===== config.mk =====
export PLATFORM = sky130hd
export DESIGN_NAME = lru_page_replacement_core
export DESIGN_NICKNAME = d
export VERILOG_FILES = /design/src/lrupr_pkg.sv /design/src/lrupr_cell.sv /design/src/lru_page_replacement_core.sv
export SDC_FILE = /design/constraint.sdc
export NUM_CORES = 1
export LEC_CHECK = 0
export BUFFER_PORTS_ARGS = -buffer_cell sky130_fd_sc_hd__clkbuf_2
export CORE_UTILIZATION = 35
export DETAILED_ROUTE_END_ITERATION = 7
export SETUP_SLACK_MARGIN = 0.15
export SLEW_MARGIN = 20
export SYNTH_ARGS = -nofsm -noshare
export SYNTH_HDL_FRONTEND = slang
export SYNTH_SLANG_ARGS = --single-unit

===== constraint.sdc =====
create_clock -name clk -period 4.7 [get_ports clk]
set_clock_uncertainty 0.2 [all_clocks]
set_input_delay 0.47 -clock clk [delete_from_list [all_inputs] [get_ports clk]]
set_output_delay 0.47 -clock clk [all_outputs]
set_load 0.01 [all_outputs]

===== src/lrupr_pkg.sv =====
// Shared types and constants for the LRU page replacement core.
`timescale 1ns / 1ps

package lrupr_pkg;

  // Width of the active frame count register.
  localparam int CFG_W = 5;
  // Width of the reported frame index.
  localparam int OUT_FRAME_W = 4;
  // Width of the running fault total.
  localparam int COUNT_W = 32;

  // Update command broadcast from the controller to every frame cell.
  typedef struct packed {
    logic upd;      // apply the update this cycle
    logic clear;    // end of sequence: drop recency and residency
    logic age_all;  // a fill ages every resident frame
    logic fill;     // a new frame joins the resident set
    logic wr_page;  // the selected frame takes the request page
  } cell_ctl_t;

  // Lookup status reported by every frame cell.
  typedef struct packed {
    logic match;   // resident and holds the request page
    logic oldest;  // resident and least recently used
  } cell_stat_t;

endpackage


===== src/lrupr_cell.sv =====
// One page frame: resident page, recency rank and residency flag.
`timescale 1ns / 1ps

module lrupr_cell
  import lrupr_pkg::*;
#(
  parameter int PAGE_BITS = 20,
  parameter int RANK_W    = 4
) (
  input  logic                 clk,
  input  logic                 rst_n,
  input  cell_ctl_t            ctl,
  input  logic                 sel,
  input  logic [RANK_W-1:0]    limit,
  input  logic [RANK_W-1:0]    oldest_rank,
  input  logic [PAGE_BITS-1:0] req_page,
  input  logic                 prev_valid,
  output logic                 valid_o,
  output logic [RANK_W-1:0]    rank_o,
  output cell_stat_t           stat
);

  logic                 valid_r, valid_nxt;
  logic [RANK_W-1:0]    rank_r, rank_nxt;
  logic [PAGE_BITS-1:0] page_r, page_nxt;

  assign valid_o     = valid_r;
  assign rank_o      = rank_r;
  assign stat.match  = valid_r && (page_r == req_page);
  assign stat.oldest = valid_r && (rank_r == oldest_rank);

  always_comb begin
    valid_nxt = valid_r;
    rank_nxt  = rank_r;
    page_nxt  = page_r;
    if (ctl.upd) begin
      if (sel && ctl.wr_page) begin
        page_nxt = req_page;
      end
      if (ctl.clear) begin
        valid_nxt = 1'b0;
        rank_nxt  = '0;
      end else begin
        // The residency flags form a thermometer; a fill shifts it by one.
        if (ctl.fill) begin
          valid_nxt = prev_valid;
        end
        if (sel) begin
          rank_nxt = '0;
        end else if (valid_r && (ctl.age_all || (rank_r < limit))) begin
          rank_nxt = rank_r + 1'b1;
        end
      end
    end
  end

  always_ff @(posedge clk) begin
    if (!rst_n) begin
      valid_r <= 1'b0;
      rank_r  <= '0;
    end else begin
      valid_r <= valid_nxt;
      rank_r  <= rank_nxt;
    end
  end

  always_ff @(posedge clk) begin
    page_r <= page_nxt;
  end

endmodule


===== src/lru_page_replacement_core.sv =====
// Top level of the LRU page replacement core: controller and row of frame cells.
`timescale 1ns / 1ps

// LRU page replacement core. A page reference is taken when start is high and
// busy is low; each reference goes through accept, lookup and update, the
// lookup across the row of frame cells followed by the rank update in those
// cells. Busy stays high through lookup and update, so a new reference is
// taken only once the previous one is through. The result appears on the out_
// ports for exactly one cycle, marked by out_valid, in the update cycle; the
// receiver cannot stall it and must take it then. cfg_ready is always high;
// the active frame count should only be written while busy is low.
module lru_page_replacement_core
  import lrupr_pkg::*;
#(
  parameter int MAX_FRAMES = 16,
  parameter int PAGE_BITS  = 20
) (
  input  logic                 clk,
  input  logic                 rst_n,
  // Reference request channel.
  input  logic                 start,
  output logic                 busy,
  input  logic [PAGE_BITS-1:0] in_page_number,
  input  logic                 in_last_access,
  // Result channel.
  output logic                 out_valid,
  output logic                 out_fault,
  output logic [OUT_FRAME_W-1:0] out_frame_index,
  output logic [COUNT_W-1:0]   out_fault_count,
  // Configuration write channel.
  input  logic                 cfg_valid,
  output logic                 cfg_ready,
  input  logic [CFG_W-1:0]     cfg_active_frames
);

  // Ranks and frame indexes share one width; the fill count can also hold
  // the full frame count.
  localparam int RANK_W = (MAX_FRAMES > 1) ? $clog2(MAX_FRAMES) : 1;
  localparam int CNT_W  = $clog2(MAX_FRAMES + 1);
  localparam int CAP_W  = (CNT_W > CFG_W) ? CNT_W : CFG_W;

  typedef enum logic [2:0] {
    ST_IDLE = 3'b001,
    ST_LOOK = 3'b010,
    ST_UPD  = 3'b100
  } state_t;

  state_t state_r, state_nxt;

  // Configuration and sequence state.
  logic [CFG_W-1:0]     active_r;
  logic [CNT_W-1:0]     filled_r;
  logic [COUNT_W-1:0]   total_r;

  // The latched request.
  logic [PAGE_BITS-1:0] req_page_r;
  logic                 req_last_r;

  // The action decided during lookup and applied in the update cycle.
  logic [RANK_W-1:0]    act_frame_r;
  logic [RANK_W-1:0]    act_limit_r;
  logic                 act_fill_r;
  logic                 act_wr_r;

  // Result registers.
  logic                 out_valid_r;
  logic                 out_fault_r;
  logic [OUT_FRAME_W-1:0] out_frame_r;
  logic [COUNT_W-1:0]   out_count_r;

  // Cell row signals.
  cell_ctl_t            ctl;
  cell_stat_t           stat   [MAX_FRAMES];
  logic [RANK_W-1:0]    rank   [MAX_FRAMES];
  logic [MAX_FRAMES:0]  chain_valid;

  // Lookup results.
  logic                 hit;
  logic [RANK_W-1:0]    hit_idx;
  logic [RANK_W-1:0]    hit_rank;
  logic [RANK_W-1:0]    vic_idx;
  logic [RANK_W-1:0]    oldest_rank;
  logic [CAP_W-1:0]     act_ext;
  logic [CAP_W-1:0]     cap;
  logic                 do_fill;
  logic [RANK_W-1:0]    frame_sel;

  assign busy            = (state_r != ST_IDLE);
  assign cfg_ready       = 1'b1;
  assign out_valid       = out_valid_r;
  assign out_fault       = out_fault_r;
  assign out_frame_index = out_frame_r;
  assign out_fault_count = out_count_r;

  // The least recently used resident frame carries rank filled - 1.
  assign oldest_rank = RANK_W'(filled_r - 1'b1);

  // Out-of-range capacities are clamped: zero acts as one, anything above the
  // built frame count acts as the full count.
  assign act_ext = CAP_W'(active_r);
  always_comb begin
    if (act_ext == '0) begin
      cap = CAP_W'(1);
    end else if (act_ext > CAP_W'(MAX_FRAMES)) begin
      cap = CAP_W'(MAX_FRAMES);
    end else begin
      cap = act_ext;
    end
  end

  // Resident pages are unique and resident ranks form a permutation, so at
  // most one cell matches and exactly one resident cell is oldest; the
  // encoders can simply OR the selected indexes together.
  always_comb begin
    hit      = 1'b0;
    hit_idx  = '0;
    hit_rank = '0;
    vic_idx  = '0;
    for (int i = 0; i < MAX_FRAMES; i++) begin
      hit      = hit | stat[i].match;
      hit_idx  = hit_idx  | (stat[i].match  ? RANK_W'(i) : '0);
      hit_rank = hit_rank | (stat[i].match  ? rank[i]    : '0);
      vic_idx  = vic_idx  | (stat[i].oldest ? RANK_W'(i) : '0);
    end
  end

  // A miss fills the next free frame while the resident set is below
  // capacity. When capacity has been lowered below the resident count, every
  // miss replaces the least recently used of all resident frames.
  assign do_fill = !hit && (CAP_W'(filled_r) < cap);

  always_comb begin
    priority if (hit) begin
      frame_sel = hit_idx;
    end else if (do_fill) begin
      frame_sel = RANK_W'(filled_r);
    end else begin
      frame_sel = vic_idx;
    end
  end

  // Broadcast update command; the selected frame is picked per cell.
  assign ctl.upd     = (state_r == ST_UPD);
  assign ctl.clear   = req_last_r;
  assign ctl.age_all = act_fill_r;
  assign ctl.fill    = act_fill_r;
  assign ctl.wr_page = act_wr_r;

  // Row of frame cells. Residency is handed from each cell to the next, so
  // on a fill the first free frame picks up its neighbor's flag.
  assign chain_valid[0] = 1'b1;

  for (genvar g = 0; g < MAX_FRAMES; g++) begin : g_cell
    lrupr_cell #(
      .PAGE_BITS (PAGE_BITS),
      .RANK_W    (RANK_W)
    ) u_cell (
      .clk         (clk),
      .rst_n       (rst_n),
      .ctl         (ctl),
      .sel         (act_frame_r == RANK_W'(g)),
      .limit       (act_limit_r),
      .oldest_rank (oldest_rank),
      .req_page    (req_page_r),
      .prev_valid  (chain_valid[g]),
      .valid_o     (chain_valid[g+1]),
      .rank_o      (rank[g]),
      .stat        (stat[g])
    );
  end

  // Sequencer: accept, look up, then apply the update while the result is
  // presented.
  always_comb begin
    state_nxt = state_r;
    unique case (state_r)
      ST_IDLE: begin
        if (start) begin
          state_nxt = ST_LOOK;
        end
      end
      ST_LOOK: begin
        state_nxt = ST_UPD;
      end
      ST_UPD: begin
        state_nxt = ST_IDLE;
      end
      default: begin
        state_nxt = ST_IDLE;
      end
    endcase
  end

  always_ff @(posedge clk) begin
    if (!rst_n) begin
      state_r     <= ST_IDLE;
      active_r    <= CFG_W'(16);
      filled_r    <= '0;
      total_r     <= '0;
      out_valid_r <= 1'b0;
      act_fill_r  <= 1'b0;
      act_wr_r    <= 1'b0;
      req_last_r  <= 1'b0;
    end else begin
      state_r     <= state_nxt;
      out_valid_r <= (state_r == ST_LOOK);
      if (cfg_valid && cfg_ready) begin
        active_r <= cfg_active_frames;
      end
      if (state_r == ST_IDLE && start) begin
        req_last_r <= in_last_access;
      end
      if (state_r == ST_LOOK) begin
        act_fill_r <= do_fill;
        act_wr_r   <= !hit;
        // The result carries the total before any end-of-sequence clear.
        if (req_last_r) begin
          filled_r <= '0;
          total_r  <= '0;
        end else begin
          if (do_fill) begin
            filled_r <= filled_r + 1'b1;
          end
          if (!hit && (total_r != '1)) begin
            total_r <= total_r + 1'b1;
          end
        end
      end
    end
  end

  // Payload registers need no reset.
  always_ff @(posedge clk) begin
    if (state_r == ST_IDLE && start) begin
      req_page_r <= in_page_number;
    end
    if (state_r == ST_LOOK) begin
      act_frame_r <= frame_sel;
      act_limit_r <= hit ? hit_rank : oldest_rank;
      out_fault_r <= !hit;
      out_frame_r <= OUT_FRAME_W'(frame_sel);
      out_count_r <= (!hit && (total_r != '1)) ? (total_r + 1'b1) : total_r;
    end
  end

endmodule


After elaboration in Yosys (flattened, before gate mapping)
Index checks and enable logic that the tools add are counted.
Cells by class
  add/subtract/negate cells: 19
  order comparisons: 18
  equal/unequal tests: 52
  mux-type cells: 137
  bitwise logic cells: 58
  reduce and logical (&&, ||, !) cells: 137
Operators with widths (count)
  4-bit two-way mux: 83
  20-bit == test: 16
  4-bit bitwise OR: 29
  2-bit AND reduction: 34
  1-bit logical AND: 66
  4-bit by 1-bit adder with 4-bit output (second input constant): 16
  4-bit < comparator: 16
  32-bit two-way mux: 2
  4-bit == test: 15
  3-bit nonzero test: 16
  1-bit two-way mux: 34
  32-bit by 1-bit adder with 32-bit output (second input constant): 1
  4-bit == test (second input constant): 8
  32-bit inequality test (second input constant): 1
  3-bit two-way mux: 9
  5-bit two-way mux: 4
  3-bit bitwise OR: 6
  4-bit by 3-bit == test with 1-bit output (second input constant): 4
  1-bit logical OR: 16
  1-bit bitwise OR: 15
  4-bit by 2-bit == test with 1-bit output (second input constant): 2
  2-bit two-way mux: 4
  3-bit by 4-bit bitwise OR with 4-bit output: 2
  2-bit by 3-bit bitwise OR with 3-bit output: 2
  17 further kinds: 20
Storage, ports and cells
  bits in registers: 510
  input bits: 30
  logic and storage cells: 482

Longest topological paths before layout
  word-level depth: 21
  depth in mapped cells: 14
  gate-level depth less buffers: 10

Hierarchy
A second synthesis with hierarchy kept.
Unflattened totals
  cell total of the unflattened synthesis: 2220
  area, all modules: 25781.0 µm²
Modules (own cells, without submodules)
  lrupr_cell: times used 16, cells an instance 101, area an instance 1243.7 µm²
  lru_page_replacement_core: times used 1, cells an instance 604, area an instance 5881.9 µm²

Worst setup path after synthesis
No wires, ideal clock.
  path type: reg2reg
  from: register req_page_r[1]
  to: register out_frame_r[3] (netlist: out_frame_index[3]), data pin
  setup time: 0.272 ns
  arrival time: 3.107 ns
  slack: 1.121 ns
  stages on the path, launching flop included: 11
  buffers on the path: 2
  period minus slack after synthesis: 3.579 ns
  path through: edfxtp_1 > buf_4 > buf_8 > xnor2_1 > nand3_1 > or4b_2 > nor4_2 > nor4_4 > nand2_1 > nor3_1 > or4_1
Between the ends
  longest elaborated chain between the ends: 21
  elaborated cells on any way between the ends: 67
  classes of those cells: eq/ne: 16; mux: 10; bitwise: 23; reduce/logical: 18
RTL lines
  start, declared: RTL line lru_page_replacement_core.sv:56  | logic [PAGE_BITS-1:0] req_page_r;
  start signal, assigned: RTL line lru_page_replacement_core.sv:235  | req_page_r <= in_page_number;
  20-bit == test: RTL line lrupr_cell.sv:29  | assign stat.match = valid_r && (page_r == req_page);
  1-bit logical AND: RTL line lrupr_cell.sv:29
  1-bit bitwise OR (15 in series): RTL line lru_page_replacement_core.sv:120  | hit = hit | stat[i].match;
  1-bit zero test: RTL line lru_page_replacement_core.sv:130  | assign do_fill = !hit && (CAP_W'(filled_r) < cap);
  1-bit logical AND: RTL line lru_page_replacement_core.sv:130
  4-bit two-way mux: RTL line lru_page_replacement_core.sv:135  | end else if (do_fill) begin
  4-bit two-way mux (*): RTL line lru_page_replacement_core.sv:133  | priority if (hit) begin
  via frame_sel[3]: RTL line lru_page_replacement_core.sv:86  | logic [RANK_W-1:0] frame_sel;
  end signal, assigned: RTL line lru_page_replacement_core.sv:241  | out_frame_r <= OUT_FRAME_W'(frame_sel);
  end, declared: RTL line lru_page_replacement_core.sv:68  | logic [OUT_FRAME_W-1:0] out_frame_r;
The timed path passes the listed nets; every way through them passes the cells marked *.
A chain may end at the register's enable or synchronous reset.

Worst setup path in the final report
  from: register req_page_r[0]
  to: register total_r[3]
Between the ends
  longest elaborated chain between the ends: 21
  elaborated cells on any way between the ends: 51
  classes of those cells: eq/ne: 16; mux: 2; bitwise: 15; reduce/logical: 18
RTL lines
  20-bit == test: RTL line lrupr_cell.sv:29
  1-bit logical AND: RTL line lrupr_cell.sv:29
  1-bit bitwise OR (14 in series): RTL line lru_page_replacement_core.sv:120
  1-bit bitwise OR (*): RTL line lru_page_replacement_core.sv:120
  1-bit zero test (*): RTL line lru_page_replacement_core.sv:224  | if (!hit && (total_r != '1)) begin
  1-bit logical AND (*): RTL line lru_page_replacement_core.sv:224
  32-bit two-way mux (*) (2 in series)
  end signal, assigned: RTL line lru_page_replacement_core.sv:225  | total_r <= total_r + 1'b1;
  end, declared: RTL line lru_page_replacement_core.sv:53  | logic [COUNT_W-1:0] total_r;
Every way passes the cells marked *; elsewhere a longest branch is shown, timed or not.

==> flow_metrics.tcl <==
set metrics [dict create \
    critPathCaptureType "flip-flop" \
    ir_drop_mv 0.312 \
    layout_min_cycle_time_ps 4260 \
    final_cell_mix "edfxtp_1, xnor2_1, nor2_1" \
    fmax_ghz 0.235 \
    clk_pin_slew_worst_paths_ps 60 \
    hold_viol 0 \
    synth_fp_nets 2316 \
    hold_start "cfg_valid" \
    dp.cells 3207 \
    run_status "complete, no violations" \
    port_buffers 68 \
    reg2reg_depth 10 \
    ys_types 66 \
    vias_per_cell 5.47 \
    finalNonFillerCells 3333 \
    cap_violations 0 \
    worstMarginPinSlew_ps 1040 \
    synth_area_leaders "edfxtp_1, dfxtp_1, xnor2_1" \
    placementRows 99 \
    initial_core_util_pct 35.4 \
    fp.dieH_microns 273 \
    hp-class "input port to flip-flop" \
    ys_seq_area_share_pct 54.5 \
    drc 0 \
    wire_per_inst_microns 21.1 \
    first_global_vias 17900 \
    drt_iter0_markers 1640 \
    min_period_over_period_pct 90.5 \
    h-tree-depth 2 \
    num_antenna_cells 0 \
    overflow 0 \
    gp_routability_congestion 0.899 \
    crit_slowest_cell "edfxtp_1" \
    netlist_area_sq_mm 0.0258 \
    worstSetupStartpoint "req_page_r[0]" \
    io_pins 70 \
    setup_tns_ps 0 \
    grt_pass1_wl_microns 107000 \
    critPathMaxFanout 24 \
    dr.pass1.iters 8 \
    timing.rr.end "total_r[3]" \
    path_class "flip-flop to flip-flop" \
    crit_arrival_ps 4590 \
    vias 18200 \
    clk_root_buffer_cell "clkbuf_16" \
    setup.worst_path.start_class "flip-flop" \
    synth_edf_count 381 \
    final_common_cell "edfxtp_1" \
    die_w_microns 273 \
    synthArstFlopShare_pct 0 \
    syn_inst 2215 \
    grt_max_degree 46 \
    cts_tree "built" \
    synth_area_per_cell_sq_um 11.6 \
    ys_ff_latch 510 \
    maxSlewViolCount 0 \
    yosys.area.top_type "edfxtp_1" \
    r2r_setup_slack_ps 440 \
    holdPathStages 3 \
    crit_required_ps 5040 \
    ys.flop_type "edfxtp_1" \
    antenna_found_initial 1 \
    drive_gt1_share_pct 11.7 \
    finalSetupViolations 0 \
    hold_ws_ps 33.4 \
    synth_top_area_share_pct 44.4 \
    routed_wl_microns 70300 \
    nNetsFinal 2432 \
    cp_top_family "simple AND/OR/NAND/NOR gates" \
    clock_path_buffers 3 \
    clock-sinks 510 \
    area_growth_pct 13.6 \
    power_density_mw_per_mm2 336 \
    cts_buffers 53 \
    critical-path-max-stage-delay_ps 970 \
    dieArea_sq_mm 0.0747 \
    final_antenna_net_count 0 \
    path_common_cell "or4_1" \
    clock_latency_ps 630 \
    p_leak_nw 10.2 \
    critical_path_buf_inv_count 1 \
    maxSlewHeadroom_pct 30.7 \
    cts_resized 0 \
    r2r_start "req_page_r[0]" \
    whs_endpoint "act_ext[1]" \
    path_cells "buf_4 > xnor2_1 > nand4_1 > nor4_1 > and4_1 > or4_1 > nor4_4 > nand2_2 > or4_1 > a31oi_1" \
    ys_warn_count 0 \
    grt_setup_unrepaired "false" \
    dp_hpwl_microns 46800 \
    grt_usage_pct 18.5 \
    cts_setup_buffers 0 \
    design.core.area_sq_mm 0.0728 \
]
-- where the power goes --
group	internal, W	switching, W	total (W)	leakage (nW)
logic	0.000235	0.000416	0.000651	4.83
clock network	0.00243	0.00182	0.00425	0.844
registers	0.00487	0.0000451	0.00492	4.48
-- metrics by stage --
stage	total power, W	utilization, %	area (sq um)	setup WS [ps]
after detailed placement	0.00565	37.4	27200	501
after floorplan	0.00545	-	25800	1120
final	0.00982	40.2	29300	445
after global routing	0.0101	40.2	29300	236
after global placement	0.00564	37.4	27200	536
after CTS	0.00990	40.2	29300	491
-- synthesized netlist by cell type, types with 12 or more instances --
cell and instances:
nand2b_1 24, or3_1 13, a21oi_1 81, a31oi_1 32, o21ai_0 35, ha_1 71, nor2_1 152, a221oi_1 12
o211ai_1 32, a22o_1 12, nand3_1 95, nand4_1 124, xnor2_1 292, nor3_1 31, buf_8 13, and4_1 15
buf_4 16, or2_2 14, nor3b_1 29, edfxtp_1 381, nand2_1 116, a21o_1 34, or4_1 22, and2_1 13
dfxtp_1 129, nand4b_1 12, xor2_1 148, nor4_1 48, clkbuf_1 57, inv_1 26
-- state kept, by name (all words and copies together) (netlist names) --
name                   cells
total_r                   32
g_cell.u_cell.page_r     320
req_page_r                20
out_fault_count           32
g_cell.u_cell.valid_o     16
req_last_r                 1
out_valid                  1
act_fill_r                 1
g_cell.u_cell.rank_o      64
out_fault                  1
filled_r                   5
act_limit_r                4
act_wr_r                   1
act_ext                    5
out_frame_index            4
state_r                    3
-- how the worst max path moves through the flow --
stage                         endpoint  slack, ps  cells past startpoint
global placement           total_r[10]        540                     10
finish                      total_r[3]        440                     10
detailed placement         total_r[10]        500                     10
CTS                         total_r[3]        490                     10
floorplan           out_frame_index[3]       1120                     10
global route               total_r[25]        240                     10
-- repair_timing --
action / in CTS / in global routing
endpoints found under the hold margin: 26 / 0
setup endpoints to repair: 0 / 0
hold buffers: 28 / 0
-- area by class of cell --
type	count	area [sq um]
Clock inverter	32	348
Fill cell	6894	43600
Clock buffer	66	1390
Timing Repair Buffer	177	1290
Multi-Input combinational cell	1562	10900
Inverter	27	101
Sequential cell	510	14000
Tap cell	959	1200
-- per-layer routing --
layer  GRT usage (%)  wire (microns)
met5               0               0
met1            25.8           32100
met3            2.54            3970
met4            5.13            1750
met2            30.1           32500
-- kinds of logic after synthesis --
logic type / after synthesis / synth area share [%]
AO/OA/AOI/OAI: 289 / 7.44
XOR/XNOR: 440 / 15.0
adder cells (fa/ha/maj): 71 / 3.45
buffers and inverters: 143 / 3.37
flip-flops: 510 / 54.5
multiplexers: 9 / 0.369
other: 1 / 0.0146
AND/OR/NAND/NOR: 752 / 15.9
-- worst reg2reg max path, delay by kind of cell, from the launching register on --
family                 cells  cell delay [ps]
AO/OA/AOI/OAI              1              180
XOR/XNOR                   1              100
buffers and inverters      1              310
flip-flops                 1              970
AND/OR/NAND/NOR            7             2440
(Power assumes the default switching activity.)
